===== src/sv/kcl_pkg.sv =====
// Shared types and constants for the keypad code lock.
package kcl_pkg;

  // Default number of characters in an access code
  localparam int CODE_DIGITS_DEF = 4;

  // Special keys
  localparam logic [7:0] KEY_HASH = 8'h23;
  localparam logic [7:0] KEY_STAR = 8'h2A;
  localparam logic [7:0] KEY_NONE = 8'h00;

  // Input operation codes
  localparam logic OP_KEY  = 1'b0;
  localparam logic OP_LOAD = 1'b1;

  // Result codes
  typedef enum logic [1:0] {
    OUT_NONE    = 2'd0,
    OUT_UNLOCK  = 2'd1,
    OUT_WRONG   = 2'd2,
    OUT_CHANGED = 2'd3
  } outcome_t;

  // Per-transaction control broadcast to every cell
  typedef struct packed {
    logic step;   // a key is being appended this cycle
    logic clear;  // the buffer empties after this key
  } cell_ctl_t;

  // Running compare results passed along the chain
  typedef struct packed {
    logic open_ok;    // buffer start matches the stored code
    logic change_ok;  // buffer after the leading '#' matches the stored code
  } match_t;

endpackage


===== src/sv/kcl_key_cell.sv =====
// One key slot of the buffer chain: holds a key, passes the write token and compare results.
module kcl_key_cell
  import kcl_pkg::*;
#(
  parameter bit FIRST      = 1'b0,
  parameter bit USE_OPEN   = 1'b0,
  parameter bit USE_CHANGE = 1'b0
) (
  input  logic       clk,
  input  logic       rst_n,
  input  cell_ctl_t  ctl,
  input  logic [7:0] key,
  input  logic       tok_in,
  output logic       tok_out,
  input  logic [7:0] exp_open,
  input  logic [7:0] exp_change,
  input  match_t     match_in,
  output match_t     match_out,
  output logic [7:0] key_eff
);

  logic [7:0] key_r;
  logic       tok_r;
  logic       tok_nxt;

  // Store the key when this slot holds the write token
  always_ff @(posedge clk) begin
    if (ctl.step && tok_r) begin
      key_r <= key;
    end
  end

  // Advance the write token on each key, return it to the head on clear
  always_comb begin
    tok_nxt = tok_r;
    if (ctl.step) begin
      tok_nxt = ctl.clear ? FIRST : tok_in;
    end
  end

  always_ff @(posedge clk) begin
    if (!rst_n) begin
      tok_r <= FIRST;
    end else begin
      tok_r <= tok_nxt;
    end
  end

  assign tok_out = tok_r;

  // Slot contents as seen after the incoming key lands
  assign key_eff = tok_r ? key : key_r;

  // Extend the compare results along the chain
  assign match_out.open_ok   = match_in.open_ok &
                               (!USE_OPEN || (key_eff == exp_open));
  assign match_out.change_ok = match_in.change_ok &
                               (!USE_CHANGE || (key_eff == exp_change));

endmodule


===== src/sv/keypad_code_lock_unit.sv =====
// Keypad code lock: key buffer chain, stored code and result register.
//
// Input channel (in_valid/in_ready): one transaction is either a key press
// (in_op = 0, ASCII in in_key_char, zero means no key) or a load of the
// stored code (in_op = 1, in_load_value, first character in the low byte).
// Result channel (out_valid/out_ready): exactly one result per input
// transaction: outcome, the stored code after the step for write-back, and
// the number of keys buffered.
// The result is valid in the cycle after the input is accepted. Throughput is
// one transaction per cycle while results are taken; the key store, token
// advance and the chained byte compare all settle within the accepting cycle.
// The result register decouples the sides: a new transaction is taken in the
// same cycle the pending result is taken. While the receiver stalls, the
// result holds and no input is accepted.
// Reset empties the key buffer, clears the stored code to zero (matches no
// printable code) and drops any pending result.
module keypad_code_lock_unit
  import kcl_pkg::*;
#(
  parameter int CODE_DIGITS = CODE_DIGITS_DEF
) (
  input  logic        clk,
  input  logic        rst_n,
  input  logic        in_valid,
  output logic        in_ready,
  input  logic        in_op,
  input  logic [7:0]  in_key_char,
  input  logic [31:0] in_load_value,
  output logic        out_valid,
  input  logic        out_ready,
  output logic [1:0]  out_outcome,
  output logic [31:0] out_code_out,
  output logic [3:0]  out_keys_held
);

  localparam int CHANGE_LEN = 2 * CODE_DIGITS + 2;
  localparam int CNT_W      = $clog2(CHANGE_LEN + 1);
  localparam int IDX_W      = $clog2(CHANGE_LEN);
  localparam int CODE_BYTES = (CODE_DIGITS > 4) ? CODE_DIGITS : 4;
  localparam int CODE_W     = 8 * CODE_BYTES;

  logic                  in_acc;
  logic                  key_step;
  cell_ctl_t             ctl;
  logic [CNT_W-1:0]      cnt_r;
  logic [CNT_W-1:0]      cnt_nxt;
  logic [CNT_W-1:0]      cnt_inc;
  logic [CODE_W-1:0]     code_r;
  logic [CODE_W-1:0]     code_nxt;
  logic [CODE_W-1:0]     code_swap;
  logic                  out_valid_r;
  logic                  out_valid_nxt;
  outcome_t              outcome_r;
  outcome_t              outcome_nxt;
  logic                  chk_open;
  logic                  chk_change;
  logic                  change_form;
  logic [CHANGE_LEN-1:0] tok_v;
  logic [7:0]            eff_v   [CHANGE_LEN];
  logic [7:0]            exp_o_v [CHANGE_LEN];
  logic [7:0]            exp_c_v [CHANGE_LEN];
  match_t                match_v [CHANGE_LEN+1];
  logic [CNT_W+3:0]      cnt_ext;

  // Handshake
  assign in_ready = !out_valid_r || out_ready;
  assign in_acc   = in_valid && in_ready;
  assign key_step = in_acc && (in_op == OP_KEY) && (in_key_char != KEY_NONE);

  // Decide what the buffer looks like after this key
  assign cnt_inc     = cnt_r + CNT_W'(1);
  assign chk_open    = (cnt_inc == CNT_W'(CODE_DIGITS)) && (eff_v[0] != KEY_HASH);
  assign chk_change  = (cnt_inc == CNT_W'(CHANGE_LEN));
  assign change_form = (eff_v[0] == KEY_HASH) && (eff_v[CODE_DIGITS+1] == KEY_STAR);

  assign ctl.step  = key_step;
  assign ctl.clear = chk_open || chk_change;

  assign match_v[0].open_ok   = 1'b1;
  assign match_v[0].change_ok = 1'b1;

  // Build the chain of key slots
  for (genvar i = 0; i < CHANGE_LEN; i++) begin : g_cell
    if (i < CODE_DIGITS) begin : g_exp_o
      assign exp_o_v[i] = code_r[8*i +: 8];
    end else begin : g_no_exp_o
      assign exp_o_v[i] = 8'h00;
    end
    if ((i >= 1) && (i <= CODE_DIGITS)) begin : g_exp_c
      assign exp_c_v[i] = code_r[8*(i-1) +: 8];
    end else begin : g_no_exp_c
      assign exp_c_v[i] = 8'h00;
    end

    logic tok_left;
    if (i == 0) begin : g_head
      assign tok_left = 1'b0;
    end else begin : g_body
      assign tok_left = tok_v[i-1];
    end

    kcl_key_cell #(
      .FIRST      (i == 0),
      .USE_OPEN   (i < CODE_DIGITS),
      .USE_CHANGE ((i >= 1) && (i <= CODE_DIGITS))
    ) u_cell (
      .clk        (clk),
      .rst_n      (rst_n),
      .ctl        (ctl),
      .key        (in_key_char),
      .tok_in     (tok_left),
      .tok_out    (tok_v[i]),
      .exp_open   (exp_o_v[i]),
      .exp_change (exp_c_v[i]),
      .match_in   (match_v[i]),
      .match_out  (match_v[i+1]),
      .key_eff    (eff_v[i])
    );
  end

  // Gather the new code from the tail of the change sequence
  for (genvar b = 0; b < CODE_BYTES; b++) begin : g_code_swap
    if (b < CODE_DIGITS) begin : g_take
      assign code_swap[8*b +: 8] = eff_v[CODE_DIGITS+2+b];
    end else begin : g_zero
      assign code_swap[8*b +: 8] = 8'h00;
    end
  end

  // Next count, stored code and outcome
  always_comb begin
    cnt_nxt     = cnt_r;
    code_nxt    = code_r;
    outcome_nxt = OUT_NONE;
    if (in_acc && (in_op == OP_LOAD)) begin
      code_nxt = CODE_W'(in_load_value);
    end else if (key_step) begin
      cnt_nxt = cnt_inc;
      if (chk_open) begin
        outcome_nxt = match_v[CHANGE_LEN].open_ok ? OUT_UNLOCK : OUT_WRONG;
        cnt_nxt     = '0;
      end else if (chk_change) begin
        if (change_form) begin
          if (match_v[CHANGE_LEN].change_ok) begin
            code_nxt    = code_swap;
            outcome_nxt = OUT_CHANGED;
          end else begin
            outcome_nxt = OUT_WRONG;
          end
        end
        cnt_nxt = '0;
      end
    end
  end

  // Hold a result until taken
  always_comb begin
    out_valid_nxt = out_valid_r;
    if (in_acc) begin
      out_valid_nxt = 1'b1;
    end else if (out_ready) begin
      out_valid_nxt = 1'b0;
    end
  end

  always_ff @(posedge clk) begin
    if (!rst_n) begin
      cnt_r       <= '0;
      code_r      <= '0;
      out_valid_r <= 1'b0;
    end else begin
      cnt_r       <= cnt_nxt;
      code_r      <= code_nxt;
      out_valid_r <= out_valid_nxt;
    end
  end

  always_ff @(posedge clk) begin
    if (in_acc) begin
      outcome_r <= outcome_nxt;
    end
  end

  // Count and code only change on acceptance, so they track the held result
  assign cnt_ext       = {4'b0000, cnt_r};
  assign out_valid     = out_valid_r;
  assign out_outcome   = outcome_r;
  assign out_code_out  = code_r[31:0];
  assign out_keys_held = cnt_ext[3:0];

  // Exactly one slot holds the write token
  a_tok_onehot: assert property (@(posedge clk) disable iff (!rst_n)
    $onehot(tok_v))
    else $error("write token not one-hot");

  // The token sits at the slot the count points to
  a_tok_pos: assert property (@(posedge clk) disable iff (!rst_n)
    (cnt_r < CNT_W'(CHANGE_LEN)) && tok_v[cnt_r[IDX_W-1:0]])
    else $error("write token out of step with key count");

  // A decided sequence always leaves the buffer empty
  a_clear_on_result: assert property (@(posedge clk) disable iff (!rst_n)
    out_valid_r && (outcome_r != OUT_NONE) |-> (cnt_r == '0))
    else $error("keys left after a decision");

  // A load shows up in the stored code on the next result
  a_load: assert property (@(posedge clk) disable iff (!rst_n)
    in_acc && (in_op == OP_LOAD) |=> (out_code_out == $past(in_load_value)))
    else $error("stored code not loaded");

endmodule


===== config.mk =====
export PLATFORM = sky130hd
export DESIGN_NAME = keypad_code_lock_unit
export DESIGN_NICKNAME = d
export VERILOG_FILES = /design/src/sv/kcl_pkg.sv /design/src/sv/kcl_key_cell.sv /design/src/sv/keypad_code_lock_unit.sv
export SDC_FILE = /design/constraint.sdc
export NUM_CORES = 1
export LEC_CHECK = 0
export ABC_AREA = 0
export BUFFER_PORTS_ARGS = -buffer_cell sky130_fd_sc_hd__buf_2
export CAP_MARGIN = 20
export CELL_PAD_IN_SITES_DETAIL_PLACEMENT = 1
export CELL_PAD_IN_SITES_GLOBAL_PLACEMENT = 1
export CORE_MARGIN = 4
export CORE_UTILIZATION = 42
export DETAILED_ROUTE_END_ITERATION = 6
export GPL_TIMING_DRIVEN = 0
export HOLD_SLACK_MARGIN = 0.05
export PLACE_DENSITY = 0.82
export SETUP_SLACK_MARGIN = 0.15
export SLEW_MARGIN = 0
export SYNTH_ARGS = -nofsm -noshare
export SYNTH_HDL_FRONTEND = slang
export SYNTH_SLANG_ARGS = --single-unit

===== constraint.sdc =====
create_clock -name clk -period 6.3 [get_ports clk]
set_clock_uncertainty 0.1 [all_clocks]
set_input_delay 0.63 -clock clk [delete_from_list [all_inputs] [get_ports clk]]
set_output_delay 0.63 -clock clk [all_outputs]
set_load 0.05 [all_outputs]

==> results.yml, run 1 <==
floorplan:
  die_w_um: 131
  pin_count: 85
  core_sq_um: 14700
  die_area_sq_um: 17200
  initial_core_util: 0.432
  die-height_um: 131
  num_rows: 44
sta:
  slew_violations: 0
  tightest_slew_ns: 0.818
  max_freq_ghz: 0.268
  relSlewSlack: 0.455
  hold_violations: 0
  min_period_ns: 3.74
  fin_crit_sh: 0.593
  finalSetupViolations: 0
  tns_ns: 0
  rsz0062_at_grt: "false"
synthesis:
  synth_largest_area_cell: "edfxtp_1"
  synth_nets: 597
  async_flop_share: 0
  ys_ff_latch: 129
  syn_inst: 549
  yosysWarnings: 0
  syn_area_sq_um: 6350
  yosysMostFrequentCell: "mux2i_1"
  synth-seq-area-share: 0.536
  synth_top_flop_cell: "edfxtp_1"
  avgSynthCellArea_sq_um: 11.6
  synth.area.top_cells: "edfxtp_1 39%, mux2i_1 16%, dfxtp_1 15%"
  synth_commonest_cells: "104 x mux2i_1, 88 x nand2_1, 82 x edfxtp_1, 65 x xnor2_1, 47 x dfxtp_1"
  synth-edff-count: 82
  synth_top_area_frac: 0.388
  synth_cell_type_count: 42
setup_path:
  reg2reg_slack_ns: 3.17
  critPathSlowestCell: "clkbuf_1"
  setup.worst_path.end: "out_code_out[4]"
  critPathLaunchType: "input pin"
  arrival_ns: 3.97
  cp_num_cells: 11
  path_max_fanout: 13
  path_class: "in2reg"
  timing.rr.start: "g_cell[2].u_cell.tok_out"
  max_stage_delay_ns: 0.67
  cpLargestDelayFamily: "buffers and inverters"
  crit_chain: "buf_2 > clkbuf_1 > mux2i_1 > xnor2_1 > nor4_1 > nand4_1 > or3_1 > o31a_1 > buf_6 > buf_6 > mux2i_1"
  end_kind: "register"
  cp.required_ns: 6.54
  rr_endpoint: "out_code_out[4]"
  startpoint: "in_key_char[0]"
  crit_buf_inv: 4
  reg2regPathDepth: 10
placed_design:
  place_hpwl_um: 14600
  detailed_place.area_sq_um: 7000
  portBuffers: 84
  place_congestion: 0.911
  dpl.cell_count: 817
global_route:
  antenna_found_initial: 0
  grt_pass1_wl_um: 30900
  grt-ovfl-total: 0
  grt_pass1_vias: 5178
  grt_start_max_net_pins: 17
  grt_usage: 0.250
route:
  drt_pass1_iterations: 5
  postRouteAntennaNets: 0
  drt_iter0_markers: 394
  vias_per_cell: 5.67
  drc: 0
  vias: 4811
  wl_um: 20600
  wl_per_cell_um: 24.3
clock_network:
  cts_tree: "done"
  clk_latency_ns: 0.43
  clk_path_buf_depth: 2
  cts_resized: 0
  cts_hold_buf: 0
  htree_num_levels: 4
  clockRootBuffer: "clkbuf_16"
  cts_sinks: 129
  numCtsBuffers: 17
  post_cts_buffers: 0
  path_clk_slew_ns: 0.05
job:
  maxCapViolCount: 0
power_and_ir_drop:
  leakage_nw: 2.81
  power-per-cell-area_nw_per_um2: 274
  vdd_drop_max_v: 0.000212
layout:
  finalNonFillerCells: 849
  n_antenna_cell: 0
  fin_nets: 700
  synthToLayoutAreaGrowth_pct: 18.5
  design_area_sq_um: 7530
  drive_gt1_frac: 0.179
  regArea_sq_um: 3400
  multi_input_area_sq_um: 2720
  nFillCells: 1575
min_path:
  worstHoldPathType: "in2reg"
status:
  status: "completed"
-- placed cells by master, fill, tap and decap left out, types with 4 or more instances in the layout --
| cell | synthesis | routed |
|---|---|---|
| buf_6 | 5 | 5 |
| nor4_1 | 17 | 17 |
| o211ai_1 | 32 | 32 |
| a21oi_1 | 11 | 11 |
| buf_1 | 4 | 4 |
| inv_1 | 11 | 11 |
| mux2i_1 | 104 | 104 |
| clkbuf_16 | 0 | 17 |
| nor2_1 | 7 | 7 |
| dfxtp_1 | 47 | 47 |
| buf_2 | 5 | 89 |
| clkbuf_1 | 24 | 29 |
| xnor2_1 | 65 | 65 |
| clkinv_2 | 0 | 5 |
| nand4_1 | 6 | 6 |
| edfxtp_1 | 82 | 82 |
| nand2_1 | 88 | 88 |
-- layout make-up --
cell class	count	share of cell area
Sequential cell	129	0.452
Inverter	11	0.00549
Buffer	38	0.0248
Multi-Input combinational cell	371	0.361
Clock buffer	23	0.0608
Clock inverter	9	0.00881
Timing Repair Buffer	84	0.0559
Tap cell	184	0.0306
-- layer usage --
layer  part of all wire  global-route usage  vias to the layer above
li1                   -                   -                     2191
met1               0.41               0.310                     2403
met2               0.51               0.431                      186
met3              0.061              0.0516                       31
met4              0.020              0.0871                        0
met5                  0                   0                        -
-- where the power goes --
group	internal, mW	switching [mW]	total, mW	leakage (nW)
Combinational	0.0721	0.156	0.228	1.43
Clock	0.544	0.350	0.894	0.261
Sequential	0.916	0.0267	0.943	1.13
-- cells by family (layout without fill, tap and decap cells) --
family	Yosys count	after routing	synth area share
AND/OR/NAND/NOR	139	139	0.103
AO/OA/AOI/OAI	59	59	0.0642
adder cells (fa/ha/maj)	3	3	0.00591
buffers and inverters	49	165	0.0359
multiplexers	104	104	0.164
flip-flops	129	129	0.536
XOR/XNOR	66	66	0.0910
-- sequential cells by signal (all words and copies together) (netlist names) --
| name | count |
|---|---|
| out_code_out | 32 |
| g_cell.u_cell.key_r | 80 |
| g_cell.u_cell.tok_out | 10 |
| out_keys_held | 4 |
| out_valid | 1 |
| out_outcome | 2 |
-- worst min path at each step --
stage	startpoint	to	slack, ns	cells past startpoint
floorplan	g_cell[5].u_cell.tok_out	g_cell[5].u_cell.tok_out	0.36	2
global placement	g_cell[5].u_cell.tok_out	g_cell[5].u_cell.tok_out	0.39	2
detailed placement	g_cell[5].u_cell.tok_out	g_cell[5].u_cell.tok_out	0.39	2
CTS	in_valid	out_valid	0.35	3
global route	in_valid	out_valid	0.38	3
finish	in_valid	out_valid	0.36	3
-- worst reg2reg max path, delay by kind of cell (launching register included) --
family	cells	cell delay, ns
AOI/OAI and AO/OA	1	0.27
xor gates and xnor gates	1	0.11
buffers and inverters	3	0.60
DFF	1	0.31
muxes	2	0.60
and+or+nand+nor	3	1.06
-- metrics by stage --
step | hold slack [ns] | util | power, mW | setup slack [ns]
2_1_floorplan | 0.358 | - | 1.10 | 3.38
3_3_place_gp | 0.388 | 0.476 | 1.18 | 2.18
3_5_place_dp | 0.386 | 0.476 | 1.19 | 2.11
4_1_cts | 0.354 | 0.512 | 2.07 | 2.56
5_1_grt | 0.379 | 0.512 | 2.13 | 2.43
6_report | 0.364 | 0.512 | 2.06 | 2.56
Power figures use the tool's default switching activity.
==> run 2, diff against run 1 <==
--- a/config.mk
+++ b/config.mk
@@ -5,7 +5,7 @@
 export SDC_FILE = /design/constraint.sdc
 export NUM_CORES = 1
 export LEC_CHECK = 0
-export ABC_AREA = 0
+export ABC_AREA = 1
 export BUFFER_PORTS_ARGS = -buffer_cell sky130_fd_sc_hd__buf_2
 export CAP_MARGIN = 20
 export CELL_PAD_IN_SITES_DETAIL_PLACEMENT = 1
@@ -15,7 +15,7 @@
 export DETAILED_ROUTE_END_ITERATION = 6
 export GPL_TIMING_DRIVEN = 0
 export HOLD_SLACK_MARGIN = 0.05
-export PLACE_DENSITY = 0.82
+export PLACE_DENSITY = 0.86
 export SETUP_SLACK_MARGIN = 0.15
 export SLEW_MARGIN = 0
 export SYNTH_ARGS = -nofsm -noshare
==> constraint.sdc (replaced) <==
create_clock -name clk -period 3.5 [get_ports clk]
set_clock_uncertainty 0.1 [all_clocks]
set_input_delay 0.35 -clock clk [delete_from_list [all_inputs] [get_ports clk]]
set_output_delay 0.35 -clock clk [all_outputs]
set_load 0.05 [all_outputs]
==> run 2 against run 1 <==
  * Sequential cell count is the same
  * Final area rose by 10%
  * Hold slack worse by 0.23 ns
  * Die area up 9.3%
  * Non-clock buffer count increased by 6
  * Combinational power rose by 150%
  * Routed wire length is 27% higher
  * Clock-buffer cell count decreased by 6
  * Synthesized area increased by 9.9%
  * Sequential share of layout area shrank 4.2 points
  * Register-to-register slack got worse by 2.4 ns
  * Critical path type unchanged
  * Largest cell class unchanged
  * Highest routed layer unchanged
==> results.yml, run 2 <==
status:
  status: "completed"
floorplan:
  initial_core_util: 0.435
  pin_count: 85
  core_sq_um: 16100
  num_rows: 46
  die_w_um: 137
  die_area_sq_um: 18700
  die-height_um: 137
clock_network:
  cts_sinks: 129
  cts_hold_buf: 0
  clockRootBuffer: "clkbuf_16"
  numCtsBuffers: 17
  clk_latency_ns: 0.43
  cts_resized: 0
  post_cts_buffers: 0
  cts_tree: "done"
  htree_num_levels: 4
  path_clk_slew_ns: 0.06
  clk_path_buf_depth: 2
placed_design:
  detailed_place.area_sq_um: 7670
  portBuffers: 83
  place_congestion: 0.890
  dpl_worst_slack_ns: 0.177
  place_hpwl_um: 18600
min_path:
  worstHoldPathType: "in2reg"
global_route:
  grt_pass1_wl_um: 39300
  grt_start_max_net_pins: 17
  antenna_found_initial: 0
  grt_usage: 0.286
  grt-ovfl-total: 0
  grt_pass1_vias: 6824
layout:
  final_cell_mix: "321 x nand2_1, 105 x nor2_1, 94 x buf_2"
  synthToLayoutAreaGrowth_pct: 18.9
  drive_gt1_frac: 0.171
  nFillCells: 1969
  largest_register: "g_cell.u_cell.key_r"
  layout_commonest_cell: "nand2_1"
  fin_nets: 1039
  largest_reg_flops: 80
  n_antenna_cell: 0
  design_area_sq_um: 8300
sta:
  relSlewSlack: 0.291
  min_period_ns: 2.95
  fin_ws_ns: 0.552
  rsz0062_at_grt: "false"
  finalSetupViolations: 0
  max_freq_ghz: 0.339
  tns_ns: 0
  slew_violations: 0
  hold_violations: 0
  fin_crit_sh: 0.842
  tightest_slew_ns: 1.06
synthesis:
  synth_cell_type_count: 31
  yosysMostFrequentCell: "nand2_1"
  synth-edff-count: 82
  yosysWarnings: 0
  synth_top_flop_cell: "edfxtp_1"
  synth_nets: 937
  synth_largest_area_cell: "edfxtp_1"
  synth_top_area_frac: 0.353
  syn_inst: 889
  synth.area.top_cells: "edfxtp_1 35%, nand2_1 17%, dfxtp_1 13%"
  synth-seq-area-share: 0.488
  synth_commonest_cells: "321 x nand2_1, 105 x nor2_1, 82 x edfxtp_1, 62 x nand3_1, 58 x inv_1"
  syn_area_sq_um: 6980
  avgSynthCellArea_sq_um: 7.85
  async_flop_share: 0
  ys_ff_latch: 129
setup_path:
  critPathLaunchType: "input pin"
  path_max_fanout: 11
  max_stage_delay_ns: 0.81
  cpLargestDelayFamily: "simple AND/OR/NAND/NOR gates"
  end_kind: "register"
  path_class: "in2reg"
  critPathMostFrequentCell: "buf_2"
  crit_chain: "buf_2 > buf_2 > nor3_1 > nand4_1 > nand2_1 > clkbuf_1 > nor2_1"
  arrival_ns: 2.90
  crit_buf_inv: 3
  cp.required_ns: 3.45
  critPathSlowestCell: "nor2_1"
route:
  vias: 6702
  drt_pass1_iterations: 5
  drt_iter0_markers: 558
  wl_per_cell_um: 21.5
  vias_per_cell: 5.49
  postRouteAntennaNets: 0
  wl_um: 26200
  drc: 0
power_and_ir_drop:
  power-per-cell-area_nw_per_um2: 506
  vdd_drop_max_v: 0.000354
  leakage_nw: 3.79
job:
  maxCapViolCount: 0
run 2: changes by cell type after synthesis, sizes merged, moves of 27 or more:
cell,change
a21oi,+27
a31oi,+32
inv,+50
mux2i,-104
nand2,+233
nand3,+79
nor2,+103
o211ai,-31
xnor2,-64
run 2: logic make-up (layout without fill, tap and decap cells):
kind of cell               Yosys count  count (layout)  share of synthesized area
DFF                                129             129                      0.488
xor gates and xnor gates            28              28                     0.0351
adders and majority gates            3               3                    0.00538
AOI/OAI and AO/OA                   89              89                     0.0733
buffers and inverters              111             226                     0.0783
and+or+nand+nor                    529             529                      0.320
run 2: routing by layer:
layer	track usage	vias up	wire length, um
li1	-	3100	-
met1	0.368	3266	11100
met2	0.477	268	12300
met3	0.0434	68	1660
met4	0.127	0	1120
met5	0	-	0
run 2: area by class of cell:
cell class	count	area, sq um	share of cell area
tap	216	270	0.0326
timing repair buffer	83	415	0.0500
clock inverter	15	209	0.0252
clock buffer	17	425	0.0513
multi-input combinational	649	3030	0.365
buffer	45	299	0.0360
sequential	129	3400	0.410
inverter	66	248	0.0298
run 2: worst paths after layout:
path	startpoint	end	slack [ns]	cells after the start
max	in_key_char[6]	g_cell[2].u_cell.key_r[5]	0.55	7
max reg2reg	g_cell[3].u_cell.tok_out	out_code_out[18]	0.73	14
min reg2reg	out_keys_held[2]	out_keys_held[2]	0.44	2
min	in_valid	out_valid	0.13	3
run 2: tightest hold or removal path, stage by stage:
cell and delay [ns]:
buf_2 0.10, nand2_1 0.09, a21oi_1 0.07
run 2: report_power, final:
part | leakage (nW) | internal (mW) | switching [mW]
registers | 1.13 | 1.66 | 0.0382
clock network | 0.302 | 1.20 | 0.742
logic | 2.36 | 0.150 | 0.417
total | 3.79 | 3.01 | 1.20
run 2: per-stage QoR:
stage,util,power (mW),hold slack (ns),std cells
after floorplan,-,2.07,0.349,889
after CTS,0.517,4.19,0.132,1220
after global placement,0.477,2.26,0.406,1188
final,0.517,4.20,0.132,1220
after detailed placement,0.477,2.28,0.415,1188
after global routing,0.517,4.32,0.140,1220
